## src/rtl/sass_pkg.sv

```systemverilog
package sass_pkg;

  localparam int MAX_PATTERN = 16;
  localparam int CELL_IDX_W  = $clog2(MAX_PATTERN);
  localparam int UNIT_W      = 16;
  localparam int UNITS_PER_REG = 4;
  localparam int PATTERN_REGS  = MAX_PATTERN / UNITS_PER_REG;
  localparam int CFG_DATA_W  = UNIT_W * UNITS_PER_REG;
  localparam int CFG_IDX_W   = 3;
  localparam int LEN_W       = 5;
  localparam int START_W     = 17;
  localparam int OUT_DATA_W  = 40;

  localparam logic [UNIT_W-1:0] ZWSP     = 16'h200B;
  localparam logic [UNIT_W-1:0] UPPER_A  = 16'h0041;
  localparam logic [UNIT_W-1:0] UPPER_Z  = 16'h005A;
  localparam logic [UNIT_W-1:0] CASE_GAP = 16'h0020;

  // configuration register indexes
  localparam logic [CFG_IDX_W-1:0] REG_PATTERN_0      = 3'd0;
  localparam logic [CFG_IDX_W-1:0] REG_PATTERN_1      = 3'd1;
  localparam logic [CFG_IDX_W-1:0] REG_PATTERN_2      = 3'd2;
  localparam logic [CFG_IDX_W-1:0] REG_PATTERN_3      = 3'd3;
  localparam logic [CFG_IDX_W-1:0] REG_PATTERN_LENGTH = 3'd4;
  localparam logic [CFG_IDX_W-1:0] REG_IGNORE_CASE    = 3'd5;
  localparam logic [CFG_IDX_W-1:0] REG_BASE_POSITION  = 3'd6;

  // partial match handed from one cell to the next
  typedef struct packed {
    logic              active;
    logic [UNIT_W-1:0] start;
  } cell_link_t;

  typedef struct packed {
    logic               found;
    logic [START_W-1:0] match_start;
    logic [UNIT_W-1:0]  match_length;
  } result_t;

  function automatic logic [UNIT_W-1:0] fold(input logic [UNIT_W-1:0] c,
                                             input logic ic);
    logic [UNIT_W-1:0] r;
    r = c;
    if (ic && c >= UPPER_A && c <= UPPER_Z) begin
      r = c + CASE_GAP;
    end
    return r;
  endfunction

endpackage

```

## src/rtl/skip_aware_substring_search_unit.sv

```systemverilog
// Streaming substring search over UCS-2 text, one 16-bit code unit per word.
// Input stream: s_tdata carries the code unit, s_tlast marks the last unit of
// a segment. Output stream: m_tuser is the found flag, m_tdata carries the
// match start (base position plus index) and the span length, zero skipped
// zero-width spaces included. One result per segment: found on the unit that
// completes the first match, or not-found on the last unit.
// Configuration: cfg_we / cfg_index / cfg_data write the pattern (four units
// per 64-bit register), the pattern length, the case-fold enable and the base
// position. Write only while the block is idle.
// Throughput: one unit per cycle while the output queue has room. The pattern
// is matched by a row of 16 cells, one per pattern unit, each shifting its
// partial match to the next. Each result is queued as its unit is accepted.
// A two-word output queue decouples the sides: s_tready stays high while one
// result waits and drops only when two results are queued.
// Reset (synchronous, rst high) clears the cells, the unit counter, the
// queue and the registers to their defaults (length 1, no folding, base 0).
module skip_aware_substring_search_unit (
  input  logic                               clk,
  input  logic                               rst,
  // configuration write port
  input  logic                               cfg_we,
  input  logic [sass_pkg::CFG_IDX_W-1:0]     cfg_index,
  input  logic [sass_pkg::CFG_DATA_W-1:0]    cfg_data,
  // text input
  input  logic                               s_tvalid,
  output logic                               s_tready,
  input  logic [15:0]                        s_tdata,   // [15:0] code_unit
  input  logic                               s_tlast,   // last_unit
  // results
  output logic                               m_tvalid,
  input  logic                               m_tready,
  output logic [sass_pkg::OUT_DATA_W-1:0]    m_tdata,   // [16:0] match_start,
                                                        // [32:17] match_length,
                                                        // [39:33] zero
  output logic                               m_tuser    // found
);

  localparam int NP = sass_pkg::MAX_PATTERN;

  // configuration registers
  logic [sass_pkg::CFG_DATA_W-1:0] pattern_regs [sass_pkg::PATTERN_REGS];
  logic [sass_pkg::LEN_W-1:0]      pattern_length;
  logic                            ignore_case;
  logic [sass_pkg::UNIT_W-1:0]     base_position;

  always_ff @(posedge clk) begin
    if (rst) begin
      for (int i = 0; i < sass_pkg::PATTERN_REGS; i++) begin
        pattern_regs[i] <= '0;
      end
      pattern_length <= sass_pkg::LEN_W'(1);
      ignore_case    <= 1'b0;
      base_position  <= '0;
    end else if (cfg_we) begin
      unique case (cfg_index)
        sass_pkg::REG_PATTERN_0:      pattern_regs[0] <= cfg_data;
        sass_pkg::REG_PATTERN_1:      pattern_regs[1] <= cfg_data;
        sass_pkg::REG_PATTERN_2:      pattern_regs[2] <= cfg_data;
        sass_pkg::REG_PATTERN_3:      pattern_regs[3] <= cfg_data;
        sass_pkg::REG_PATTERN_LENGTH: pattern_length  <= cfg_data[sass_pkg::LEN_W-1:0];
        sass_pkg::REG_IGNORE_CASE:    ignore_case     <= cfg_data[0];
        sass_pkg::REG_BASE_POSITION:  base_position   <= cfg_data[sass_pkg::UNIT_W-1:0];
        default: ;
      endcase
    end
  end

  // length in use, minus one: 0 reads as 1, anything past the row as full
  logic [sass_pkg::CELL_IDX_W-1:0] tail;
  always_comb begin
    priority if (pattern_length == '0) begin
      tail = '0;
    end else if (pattern_length > sass_pkg::LEN_W'(NP)) begin
      tail = sass_pkg::CELL_IDX_W'(NP - 1);
    end else begin
      tail = sass_pkg::CELL_IDX_W'(pattern_length - sass_pkg::LEN_W'(1));
    end
  end

  // segment state
  logic [sass_pkg::UNIT_W-1:0] unit_index;
  logic                        match_reported;

  logic                        accept;
  logic                        step;
  logic                        clear;
  logic                        hit_any;
  logic [sass_pkg::UNIT_W-1:0] char_folded;

  assign accept      = s_tvalid && s_tready;
  // zero-width spaces and units after a reported match leave the cells alone
  assign step        = accept && !match_reported && (s_tdata != sass_pkg::ZWSP);
  assign char_folded = sass_pkg::fold(s_tdata, ignore_case);

  // cell row: cell 0 starts a fresh candidate at every unit that steps the row
  sass_pkg::cell_link_t in_link  [NP];
  sass_pkg::cell_link_t out_link [NP];
  logic [NP-1:0]        hit_vec;

  assign in_link[0].active = 1'b1;
  assign in_link[0].start  = unit_index;

  for (genvar j = 0; j < NP; j++) begin : g_cell
    if (j > 0) begin : g_link
      assign in_link[j] = out_link[j-1];
    end
    sass_cell u_cell (
      .clk          (clk),
      .rst          (rst),
      .clear        (clear),
      .step         (step),
      .in_use       (sass_pkg::CELL_IDX_W'(j) <= tail),
      .ignore_case  (ignore_case),
      .char_folded  (char_folded),
      .pattern_unit (pattern_regs[j / sass_pkg::UNITS_PER_REG]
                       [(j % sass_pkg::UNITS_PER_REG) * sass_pkg::UNIT_W +: sass_pkg::UNIT_W]),
      .in_link      (in_link[j]),
      .out_link     (out_link[j]),
      .hit          (hit_vec[j])
    );
  end

  // full match when the last cell in use lights up
  logic [sass_pkg::UNIT_W-1:0] hit_start;
  assign hit_any   = step && hit_vec[tail];
  assign hit_start = in_link[tail].start;
  assign clear     = accept && (hit_any || s_tlast);

  always_ff @(posedge clk) begin
    if (rst) begin
      unit_index     <= '0;
      match_reported <= 1'b0;
    end else if (accept) begin
      if (s_tlast) begin
        unit_index     <= '0;
        match_reported <= 1'b0;
      end else begin
        unit_index <= unit_index + sass_pkg::UNIT_W'(1);
        if (hit_any) begin
          match_reported <= 1'b1;
        end
      end
    end
  end

  // result word
  sass_pkg::result_t result;
  logic              push;

  assign push = accept && (hit_any || (s_tlast && !match_reported));

  always_comb begin
    result = '0;
    if (hit_any) begin
      result.found        = 1'b1;
      result.match_start  = {1'b0, base_position} + {1'b0, hit_start};
      result.match_length = unit_index - hit_start + sass_pkg::UNIT_W'(1);
    end
  end

  sass_pkg::result_t head;
  logic              has_room;

  sass_out_buf u_out_buf (
    .clk       (clk),
    .rst       (rst),
    .push      (push),
    .push_data (result),
    .has_room  (has_room),
    .valid     (m_tvalid),
    .pop       (m_tvalid && m_tready),
    .head      (head)
  );

  assign s_tready = has_room;
  assign m_tuser  = head.found;
  assign m_tdata  = {{(sass_pkg::OUT_DATA_W - sass_pkg::START_W - sass_pkg::UNIT_W){1'b0}},
                     head.match_length, head.match_start};

endmodule

```

## src/rtl/sass_cell.sv

```systemverilog
module sass_cell (
  input  logic                            clk,
  input  logic                            rst,
  input  logic                            clear,
  input  logic                            step,
  input  logic                            in_use,
  input  logic                            ignore_case,
  input  logic [sass_pkg::UNIT_W-1:0]     char_folded,
  input  logic [sass_pkg::UNIT_W-1:0]     pattern_unit,
  input  sass_pkg::cell_link_t            in_link,
  output sass_pkg::cell_link_t            out_link,
  output logic                            hit
);

  logic                        active;
  logic [sass_pkg::UNIT_W-1:0] start;

  // partial match extends through this cell on the current unit
  assign hit = in_use && in_link.active &&
               (sass_pkg::fold(pattern_unit, ignore_case) == char_folded);

  always_ff @(posedge clk) begin
    if (rst || clear) begin
      active <= 1'b0;
    end else if (step) begin
      active <= hit;
    end
  end

  always_ff @(posedge clk) begin
    if (step) begin
      start <= in_link.start;
    end
  end

  assign out_link.active = active;
  assign out_link.start  = start;

endmodule

```

## src/rtl/sass_out_buf.sv

```systemverilog
module sass_out_buf (
  input  logic                 clk,
  input  logic                 rst,
  input  logic                 push,
  input  sass_pkg::result_t    push_data,
  output logic                 has_room,
  output logic                 valid,
  input  logic                 pop,
  output sass_pkg::result_t    head
);

  sass_pkg::result_t entry [2];
  logic [1:0]        count;
  logic              wr_ptr;
  logic              rd_ptr;

  assign has_room = (count != 2'd2);
  assign valid    = (count != 2'd0);
  assign head     = entry[rd_ptr];

  always_ff @(posedge clk) begin
    if (push) begin
      entry[wr_ptr] <= push_data;
    end
  end

  always_ff @(posedge clk) begin
    if (rst) begin
      count  <= 2'd0;
      wr_ptr <= 1'b0;
      rd_ptr <= 1'b0;
    end else begin
      if (push) begin
        wr_ptr <= ~wr_ptr;
      end
      if (pop) begin
        rd_ptr <= ~rd_ptr;
      end
      if (push && !pop) begin
        count <= count + 2'd1;
      end else if (pop && !push) begin
        count <= count - 2'd1;
      end
    end
  end

endmodule

```

## config.mk

```make
export PLATFORM = sky130hd
export DESIGN_NAME = skip_aware_substring_search_unit
export DESIGN_NICKNAME = d
export VERILOG_FILES = /design/src/rtl/sass_pkg.sv /design/src/rtl/skip_aware_substring_search_unit.sv /design/src/rtl/sass_cell.sv /design/src/rtl/sass_out_buf.sv
export SDC_FILE = /design/constraint.sdc
export NUM_CORES = 1
export LEC_CHECK = 0
export ABC_AREA = 1
export BUFFER_PORTS_ARGS = -buffer_cell sky130_fd_sc_hd__buf_4
export CAP_MARGIN = 25
export CORE_ASPECT_RATIO = 1.75
export CORE_MARGIN = 2
export CORE_UTILIZATION = 60
export DETAILED_ROUTE_END_ITERATION = 8
export PLACE_DENSITY = 0.78
export RECOVER_POWER = 50
export SLEW_MARGIN = 10
export SYNTH_ARGS = -nofsm -noshare
export SYNTH_HDL_FRONTEND = slang
export SYNTH_SLANG_ARGS = --single-unit
```

## constraint.sdc

```tcl
create_clock -name clk -period 20 [get_ports clk]
set_input_delay 3 -clock clk [delete_from_list [all_inputs] [get_ports clk]]
set_output_delay 3 -clock clk [all_outputs]
set_load 0.02 [all_outputs]
```

# Word level (Yosys, flattened, before mapping)

Memory sizes are Yosys's and may differ from the RTL's. A register that Yosys moved wholly into a read port is not among the register bits.
Cells that the tools add are included.

Register bits: 298
Bits in writable memories: 324
Input port bits: 89
Output and inout bits: 43
Memories kept: 2
Word-level logic and storage cells: 294

Multiplexer cells: 56
Bitwise logic cells: 7
Eq/ne operators: 24
Add/subtract/negate cells: 24
Reduce and logical (&&, ||, !) cells: 90
$lt $le $gt $ge: 53

Memory list:

| name            | words | bits a word | rd ports | clocked after memory_dff | write ports | RTL line                               | source |
|---|---|---|---|---|---|---|---|
| pattern_regs    | 4     | 64          | 4        | 0                        | 4           | skip_aware_substring_search_unit.sv:41 | `logic [sass_pkg::CFG_DATA_W-1:0] pattern_regs [sass_pkg::PATTERN_REGS];` |
| u_out_buf.entry | 2     | 34          | 1        | 1                        | 1           | sass_out_buf.sv:12                     | `sass_pkg::result_t entry [2];` |

Operator list:

| kind                                                  | number |
|---|---|
| 2-to-1 mux 16 bit                                     | 20 |
| adder 16 x 6 -> 16 bit (second input constant)        | 17 |
| >= comparator 16 x 7 -> 1 bit (second input constant) | 17 |
| <= comparator 16 x 7 -> 1 bit (second input constant) | 17 |
| equality test 16 bit                                  | 16 |
| 2-to-1 mux 64 bit                                     | 4 |
| logical AND 1 bit                                     | 75 |
| binary-select mux 17 bit (select 4 bit)               | 1 |
| 2-to-1 mux 34 bit                                     | 1 |
| adder 16 x 1 -> 16 bit (second input constant)        | 2 |
| <= comparator 4 bit (first input constant)            | 8 |
| 2-to-1 mux 1 bit                                      | 25 |
| adder 16 x 16 -> 17 bit                               | 1 |
| <= comparator 3 x 4 -> 1 bit (first input constant)   | 4 |
| != test 16 x 14 -> 1 bit (second input constant)      | 1 |
| subtractor 16 bit                                     | 1 |
| equality test 3 bit (second input constant)           | 3 |
| <= comparator 1 x 4 -> 1 bit (first input constant)   | 2 |
| <= comparator 2 x 4 -> 1 bit (first input constant)   | 2 |
| 2-to-1 mux 4 bit                                      | 2 |
| AND reduction 2 bit                                   | 4 |
| equality test 3 x 2 -> 1 bit (second input constant)  | 2 |
| nonzero test 2 bit                                    | 3 |
| >= comparator 5 bit (second input constant)           | 1 |
| other kinds (16)                                      | 25 |

# Logic depth before layout (Yosys ltp)

Gate-level depths: netlist of the first run.
An unclocked memory read counts as a cell.

Depth in word-level cells: 16
Depth in mapped cells: 34

# Cells and area by module

From an unflattened synthesis of the first run, not the netlist that was laid out.

Cells, all modules: 3576
Area total of the unflattened synthesis: 33345.7 um^2

Modules (own cells, without submodules):

| module                           | cells each | area an instance (um^2) | seq. area each (um^2) | times used |
|---|---|---|---|---|
| sass_cell                        | 113        | 967.2                   | 500.5                 | 16 |
| skip_aware_substring_search_unit | 1629       | 15035.7                 | 8468.1                | 1 |
| sass_out_buf                     | 139        | 2835.2                  | 2142.1                | 1 |

# Worst setup path before layout of the first run

OpenSTA, ideal clock, no wires.

Path kind: input to register
From: in s_tdata[9]
To: reg g_cell[0].u_cell.start[0] (netlist name), enable pin
Stages on the path: 6
Library setup time: 594 ps
Arrival: 8765 ps
Buffers on the path: 2
Data required time: 19406 ps
Setup slack: 10641 ps
Cell sequence: buf_4 -> buf_1 -> nor4_1 -> nand4_1 -> nand3_1 -> inv_1

Longest elaborated chain between the ends: 2

RTL lines:

| what                      | RTL line                               | source |
|---|---|---|
| start: declaration        | skip_aware_substring_search_unit.sv:27 | `input logic [15:0] s_tdata,` |
| != test 16 x 14 -> 1 bit  | skip_aware_substring_search_unit.sv:92 | `assign step = accept && !match_reported && (s_tdata != sass_pkg::ZWSP);` |
| logical AND 1 bit         | skip_aware_substring_search_unit.sv:92 |  |
| via g_cell[0].u_cell.step | sass_cell.sv:5                         | `input logic step,` |
| end signal: assignment    | sass_cell.sv:32                        | `start <= in_link.start;` |
| end: declaration          | sass_cell.sv:16                        | `logic [sass_pkg::UNIT_W-1:0] start;` |

The timed path passes the listed nets, and every way through them passes these cells.
A chain may end at the register's enable or synchronous reset.

# Worst setup path in the final report of the first run

From: in s_tdata[1]
To: mem u_out_buf.entry[0][10] (netlist name), enable pin

Longest elaborated chain between the ends: 13
Elaborated cells on any way between the ends: 47

RTL lines:

| what                                       | RTL line                                | source |
|---|---|---|
| >= comparator 16 x 7 -> 1 bit              | sass_pkg.sv:44                          | `if (ic && c >= UPPER_A && c <= UPPER_Z) begin` |
| logical AND 1 bit (2 in a row)             | sass_pkg.sv:44                          |  |
| 2-to-1 mux 16 bit                          | sass_pkg.sv:44                          |  |
| equality test 16 bit                       | sass_cell.sv:20                         | `(sass_pkg::fold(pattern_unit, ignore_case) == char_folded);` |
| logical AND 1 bit                          | sass_cell.sv:19                         | `assign hit = in_use && in_link.active &&` |
| binary-select mux 1 bit (select 4 bit)     | skip_aware_substring_search_unit.sv:125 | `assign hit_any = step && hit_vec[tail];` |
| 2-to-1 mux 1 bit (implied by the code)     | skip_aware_substring_search_unit.sv:125 |  |
| logical AND 1 bit (*)                      | skip_aware_substring_search_unit.sv:125 |  |
| logical OR 1 bit (*)                       | skip_aware_substring_search_unit.sv:150 | `assign push = accept && (hit_any \|\| (s_tlast && !match_reported));` |
| logical AND 1 bit (*)                      | skip_aware_substring_search_unit.sv:150 |  |
| 2-to-1 mux 1 bit (*)                       | sass_out_buf.sv:22                      | `if (push) begin` |
| 2-to-1 mux 1 bit (implied by the code) (*) | sass_out_buf.sv:23                      | `entry[wr_ptr] <= push_data;` |
| end: declaration                           | sass_out_buf.sv:12                      |  |

Every way passes the cells marked *; elsewhere a longest branch is shown, timed or not. The select of a mux whose other input is x is not followed.

==> results of run 1 <==
final cells by class:
class | instances | area, sq um | area share (%)
Multi-Input combinational cell | 2088 | 10900 | 31.9
Inverter | 360 | 1370 | 4.00
Timing Repair Buffer | 157 | 1180 | 3.44
Clock buffer | 71 | 1420 | 4.15
Tap cell | 672 | 841 | 2.45
Sequential cell | 623 | 18100 | 52.9
Clock inverter | 29 | 418 | 1.22
synthesized netlist by cell type (4+ instances only):
| cell type | n |
|---|---|
| nand2_1 | 617 |
| edfxtp_1 | 564 |
| nor2_1 | 546 |
| inv_1 | 347 |
| nand3_1 | 143 |
| a21oi_1 | 112 |
| o21ai_0 | 87 |
| clkbuf_1 | 81 |
| nand4_1 | 78 |
| ha_1 | 65 |
| xor2_1 | 62 |
| dfxtp_1 | 59 |
| xnor2_1 | 56 |
| o22ai_1 | 54 |
| a22oi_1 | 50 |
| mux2_2 | 34 |
| nor3_1 | 32 |
| or2_2 | 17 |
| nand3b_1 | 14 |
| nor4_1 | 13 |
| inv_2 | 11 |
| a221oi_1 | 10 |
| buf_2 | 10 |
| buf_4 | 10 |
| buf_1 | 9 |
| nor3b_2 | 8 |
| buf_6 | 7 |
| nor3_2 | 7 |
| o211ai_1 | 6 |
| o221ai_1 | 6 |
| a211oi_1 | 5 |
| nand2_4 | 5 |
| a31oi_1 | 4 |
| and2_1 | 4 |
| nor3b_1 | 4 |
| o2111ai_1 | 4 |
power by group:
group,switching (uW),leakage (uW),internal [uW]
clock network,489,0.000887,622
logic,412,0.00700,195
registers,106,0.00592,1670
total,1010,0.0138,2490
state kept, by name, summed over array words and instances, names as in the netlist, named ones only:
register	count
u_out_buf.entry	68
u_out_buf.rd_ptr	1
pattern_length	5
u_out_buf.wr_ptr	1
g_cell.u_cell.active	15
u_out_buf.count	2
pattern_regs	256
unit_index	16
ignore_case	1
match_reported	1
g_cell.u_cell.start	240
base_position	16
cell families after synthesis:
group                      after synthesis  synth area share, %
AOI/OAI and AO/OA                      361                 7.04
xor gates and xnor gates               118                 3.35
adders and majority gates               67                 2.76
buffers and inverters                  477                 6.17
DFF                                    623                 58.6
muxes                                   34                 1.24
other                                    1               0.0121
and+or+nand+nor                       1501                 20.8
routing by layer:
| layer | routed length, um | vias to the layer above |
|---|---|---|
| met5 | 0 | - |
| met4 | 9270 | 0 |
| met3 | 5620 | 326 |
| met2 | 49500 | 1118 |
| met1 | 31200 | 11513 |
| li1 | - | 10964 |
cells in the final DEF, fill, tap and decap left out, drive strengths merged, types with 5 or more instances in the layout:
cell type and n:
a211oi 5, inv 360, or2 17, o22ai 54, nand4 78, nor3 39
mux2 34, nor3b 12, nor2 549, buf 145, o21ai 90, o221ai 6
bufinv 10, a221oi 10, nor4 13, xor2 62, nand2 625, conb 7
and2 5, clkbuf 83, edfxtp 564, xnor2 56, nand3b 14, ha 65
o211ai 6, clkinv 16, a22oi 50, dfxtp 59, nand3 145, a21oi 112
worst paths after layout:
check,to,cells past startpoint
setup / recovery,u_out_buf.entry[0][10],20
hold / removal,g_cell[12].u_cell.start[7],0
setup reg to reg,u_out_buf.entry[1][12],32
hold reg to reg,g_cell[12].u_cell.start[7],0
worst max-delay path: stages:
cell and delay (ns):
buf_4 0.20, clkinv_1 0.47, nand3_1 0.26, nor2_1 0.11
nor2_4 0.22, nand2_4 0.18, nand2_4 0.26, nand2_1 0.08
nand2_1 0.08, nand2_1 0.05, nor3_1 0.40, nand3_1 0.19
nand2_1 0.10, nand4_1 0.08, nand2_1 0.07, nand2_1 0.06
inv_1 0.09, nand2_4 0.29, a21oi_4 0.72, buf_16 0.23
metrics by stage:
stage               hold WS (ns)  total power, uW  cells
floorplan                  0.426             2170   3188
global placement           0.432             2370   3897
detailed placement         0.432             2400   3898
CTS                        0.444             3490   3998
global route               0.456             3610   4000
finish                     0.439             3500   4000
==> results.ini, run 1 <==
[outcome]
status = complete, but fails checks
violations = capacitance limit, slew limit

[synth]
synth-edff-count = 564
ys_types = 59
synth_area_leaders = edfxtp_1 (55%), nand2_1 (7.5%), nor2_1 (6.6%)
synth_area_leader_cell = edfxtp_1
synth_top_area_share_pct = 54.8
yosys_warnings = 0
avgSynthCellArea_sq_um = 9.71
synth_flop_cell = edfxtp_1
syn_area_sq_mm = 0.0309
synthArstFlopShare_pct = 0
synth_seq_cells = 623
synth_cells = 3182
synth-seq-area-share_pct = 58.6

[clock_tree]
cts_setup_buffers = 0
clk_path_buf_depth = 3
clk_pin_slew_ns = 0.07
ctsResizeCount = 0
cts-root-buf = clkbuf_16
numCtsBuffers = 53
postCtsHoldBufs = 0
cts_tree = built
clk_latency_ns = 0.63
clock_sinks = 623
cts-htree-levels = 2

[route]
routed_wl_um = 95600
drtIter0Drc = 2498
dr_total_vias = 23921
ant_nets = 0
drc = 0
first_pass_iters = 6
vias_per_cell = 5.98
wire_per_inst_um = 23.9

[worst_setup_path]
criticalPathCategory = input port to flip-flop
crit_path_start_kind = input port
end_kind = flip-flop
reg2reg_from = pattern_length[0]
startpoint = s_tdata[1]
critical_path_arrival_ns = 7.20
cp.required_ns = 20.32
path_max_fanout = 36
r2r_slack_ns = 13.92

[floorplan]
rows = 110
dieArea_sq_mm = 0.0534
pin_count = 132
start_util_pct = 60.3
die_h_um = 304
die_w_um = 176
coreArea_sq_mm = 0.0512

[grt]
grt_usage_pct = 35.8
grtUsageMet2_pct = 63.9
grt.busiest_layer = met2
grt_first_pass_wirelength_um = 142000
grt_pass1_vias = 24043
overflow = 0
grt_start_max_net_pins = 172
gr-usage-met1_pct = 38.1
grt_antenna_before_repair = 0
met3_usage_pct = 3.69

[sta]
tns_ns = 0
setup_slack_ns = 13.12
worstMarginPinSlew_ns = 4.30
fmax_mhz = 145
finalCritPeriodShare_pct = 34.4
slew_headroom_pct = -187
hold_viol = 0
finalSetupViolCount = 0
rsz0062_at_grt = false
period_minus_slack_ns = 6.88
finalMaxSlewViolations = 390
final.setup_skew_ns = 0.0311

[place]
place_area_sq_mm = 0.0324
dpl.hpwl_um = 68000
dp_slack_ns = 12.34
io_buffers = 124
finalWeightedCongestion = 0.974

[finish]
syn_to_final_growth_pct = 11.0
insertedDiodeCount = 0
drive_gt1_share_pct = 9.77
final_cell_area_sq_mm = 0.0343
final_util_pct = 66.9
fin_nets = 3439
nFillCells = 3945

[power]
power_density_mw_per_mm2 = 102
p_leak_uw = 0.0138
peakVddDrop_mv = 0.105

[worst_hold_path]
min-delay-path-class = flip-flop to flip-flop
min-delay-start = g_cell[11].u_cell.start[7]

[run]
max-cap-violations = 6

No activity file was read; power rests on OpenSTA's default activity.
==> run 2, diff against run 1 <==
--- a/config.mk
+++ b/config.mk
@@ -5,7 +5,7 @@
 export SDC_FILE = /design/constraint.sdc
 export NUM_CORES = 1
 export LEC_CHECK = 0
-export ABC_AREA = 1
+export ABC_AREA = 0
 export BUFFER_PORTS_ARGS = -buffer_cell sky130_fd_sc_hd__buf_4
 export CAP_MARGIN = 25
 export CORE_ASPECT_RATIO = 1.75
==> constraint.sdc (replaced) <==
create_clock -name clk -period 6.8 [get_ports clk]
set_input_delay 1.02 -clock clk [delete_from_list [all_inputs] [get_ports clk]]
set_output_delay 1.02 -clock clk [all_outputs]
set_load 0.02 [all_outputs]
==> results.ini, run 2 <==
[power]
internal_power_uw = 7480  ; +200%
pwr-share-seq_pct = 50.3  ; -0.6 points
clock_power_share_pct = 33.0  ; +1.2 points
p_leak_uw = 0.0119  ; -14%
peakVddDrop_mv = 0.243  ; +130%
p_sw_share_pct = 27.0  ; -1.8 points
p_switching_uw = 2770  ; +170%
power_density_mw_per_mm2 = 290  ; +180%
p_comb_share_pct = 16.8  ; -0.6 points

[synth]
synth_flop_cell = edfxtp_1
synth-edff-count = 564  ; unchanged
avgSynthCellArea_sq_um = 12.7  ; +31%
syn_area_sq_mm = 0.0317  ; +2.6%
synth_area_leader_cell = edfxtp_1
yosys_warnings = 0  ; unchanged
synth_most_common_cell = edfxtp_1
synth_seq_cells = 623  ; unchanged
synthArstFlopShare_pct = 0  ; unchanged
synth_area_leaders = edfxtp_1 (53%), xnor2_1 (6.1%), and2_1 (5.3%)
synth-seq-area-share_pct = 57.2  ; -1.5 points
synth_commonest_cells = edfxtp_1 (564), and2_1 (267), xnor2_1 (219), nand2_1 (124)
synth_top_area_share_pct = 53.4  ; -1.4 points
synth_cells = 2486  ; -22%
ys_types = 84  ; +42%

[clock_tree]
clk_latency_ns = 0.62  ; about the same
cts-htree-levels = 2  ; unchanged
cts_setup_buffers = 0  ; unchanged
clk_pin_slew_ns = 0.07  ; about the same
clk_path_buf_depth = 3  ; unchanged
clock_sinks = 623  ; unchanged
postCtsHoldBufs = 0  ; unchanged
numCtsBuffers = 55  ; +3.8%
cts_tree = built
ctsResizeCount = 0  ; unchanged
cts-root-buf = clkbuf_16

[place]
dpl.cell_count = 3202  ; -18%
finalWeightedCongestion = 0.987  ; +1.3%
dp_slack_ns = 0.509  ; -11.84 ns
place_area_sq_mm = 0.0334  ; +2.9%
io_buffers = 124  ; unchanged
dpl.hpwl_um = 63100  ; -7.3%

[grt]
grt_usage_pct = 32.9  ; -2.9 points
overflow = 0  ; unchanged
grt_start_max_net_pins = 167  ; -2.9%
grt_antenna_before_repair = 0  ; unchanged
grt_first_pass_wirelength_um = 132000  ; -6.8%
grt_pass1_vias = 22145  ; -7.9%

[finish]
nFillCells = 3710  ; -6.0%
seq_area_sq_mm = 0.0181  ; unchanged
layout_commonest_cell = edfxtp_1
insertedDiodeCount = 0  ; unchanged
drive_gt1_share_pct = 15.8  ; +6.1 points
largest_reg_flops = 256  ; unchanged
finalNonFillerCells = 3308  ; -17%
multi_input_area_sq_mm = 0.0129  ; +18%
syn_to_final_growth_pct = 11.3
final_cell_mix = edfxtp_1 (564), xnor2_1 (219), and2_1 (178)
final_cell_area_sq_mm = 0.0353  ; +2.9%
largestRegisters = pattern_regs (256), g_cell.u_cell.start (240), u_out_buf.entry (68)
top_register = pattern_regs
fin_nets = 2739  ; -20%

[sta]
finalMaxSlewViolations = 423  ; +8.5%
tns_ns = 0  ; unchanged
finalSetupViolCount = 0  ; unchanged
fmax_mhz = 163
rsz0062_at_grt = false
worstMarginPinSlew_ns = 4.03  ; -0.279 ns
hold-worst-slack_ns = 0.443  ; +0.00399 ns
period_minus_slack_ns = 6.12
slew_headroom_pct = -168  ; +19 points
finalCritPeriodShare_pct = 90.0
setup_slack_ns = 0.678  ; -12.44 ns
final.setup_skew_ns = 0.0332  ; +0.00216 ns
hold_viol = 0  ; unchanged

[route]
vias_per_cell = 6.55  ; +9.5%
routed_wl_um = 89000  ; -6.8%
first_pass_iters = 6  ; unchanged
wire_per_inst_um = 26.9  ; +13%
ant_nets = 0  ; unchanged
dr_total_vias = 21654  ; -9.5%
drc = 0  ; unchanged
drtIter0Drc = 1693  ; -32%

[worst_setup_path]
path_buf_inv = 2  ; -2
critical_path_arrival_ns = 6.53  ; -0.67 ns
path_max_fanout = 20  ; -44%
criticalPathCategory = flip-flop to flip-flop
critPathTopFamily = compound AO/OA/AOI/OAI gates
cp_slowest_cell = mux4_2
end_kind = flip-flop
crit_path_start_kind = flip-flop
critical_path.max_stage_delay_ns = 0.56  ; -0.16 ns
worst-r2r-cell-count = 21  ; -34%
cp.required_ns = 7.21  ; -13.11 ns
cp.depth = 21  ; +5.0%
crit_chain = inv_1, ha_1, nor3b_2, maj3_4, mux4_2, mux2i_1, mux2i_1, ha_1, inv_1, ha_1, fa_1, a21o_1, a21oi_1, o21bai_1, a21oi_1, o21bai_1, a211oi_1, o21ai_0, a41oi_1, xnor2_1, a211oi_1
cpMostUsedCell = ha_1

[worst_hold_path]
holdPathStages = 0  ; unchanged
min-delay-path-class = flip-flop to flip-flop

[outcome]
status = complete, but fails checks
violations = capacitance limit, slew limit

[floorplan]
rows = 111  ; +0.91%
pin_count = 132  ; unchanged
start_util_pct = 60.5  ; +0.19 points
dieArea_sq_mm = 0.0547  ; +2.5%
coreArea_sq_mm = 0.0524  ; +2.3%
die_w_um = 178  ; +1.3%
die_h_um = 308  ; +1.3%

[run]
max-cap-violations = 7  ; +1

## run 2: final timing paths
kind | start | endpoint | slack (ns)
worst min-delay path | g_cell[0].u_cell.start[2] | g_cell[1].u_cell.start[2] | 0.44
worst max register to register | pattern_length[0] | u_out_buf.entry[0][15] | 0.68
worst min register to register | g_cell[0].u_cell.start[2] | g_cell[1].u_cell.start[2] | 0.44
worst max-delay path | pattern_length[0] | u_out_buf.entry[0][15] | 0.68
## run 2: logic make-up (layout without fill, tap and decap cells)
kind of cell,Yosys count,count (layout),synth area share (%)
adder cells (fa/ha/maj),69,69,2.76
XOR/XNOR,262,262,7.24
AND/OR/NAND/NOR,861,861,15.6
multiplexers,150,150,7.49
flip-flops,623,623,57.2
buffers and inverters,197,335,2.57
AO/OA/AOI/OAI,323,323,7.21
other,1,7,0.0118
## run 2: metrics by stage
| stage | total power, uW | util (%) |
|---|---|---|
| floorplan | 6280 | - |
| global placement | 6810 | 63.6 |
| detailed placement | 6910 | 63.7 |
| CTS | 10300 | 67.5 |
| global route | 10600 | 67.4 |
| finish | 10200 | 67.4 |
## run 2: cell type report
class                           count  area share, %
Sequential cell                   623           51.4
Inverter                           65          0.713
Clock buffer                       72           4.44
Timing Repair Buffer              166           3.44
Multi-Input combinational cell   1672           36.5
Clock inverter                     32           1.16
Tap cell                          678           2.40
## run 2: routing by layer
metal | wire length, um | vias to the layer above | global-route usage [%] | share of wire [%]
met5 | 0 | - | 0 | 0
met4 | 8990 | 0 | 27.0 | 10
met3 | 4990 | 415 | 4.68 | 5.6
met2 | 46600 | 1014 | 59.1 | 52
met1 | 28500 | 10629 | 33.3 | 32
li1 | - | 9596 | - | -
## run 2: power by group through the flow
stage,clock (uW),sequential (uW),combinational (uW)
floorplan,0,5120,1160
global placement,0,5150,1660
detailed placement,0,5200,1700
CTS,3400,5140,1720
global route,3540,5200,1830
finish,3380,5150,1720
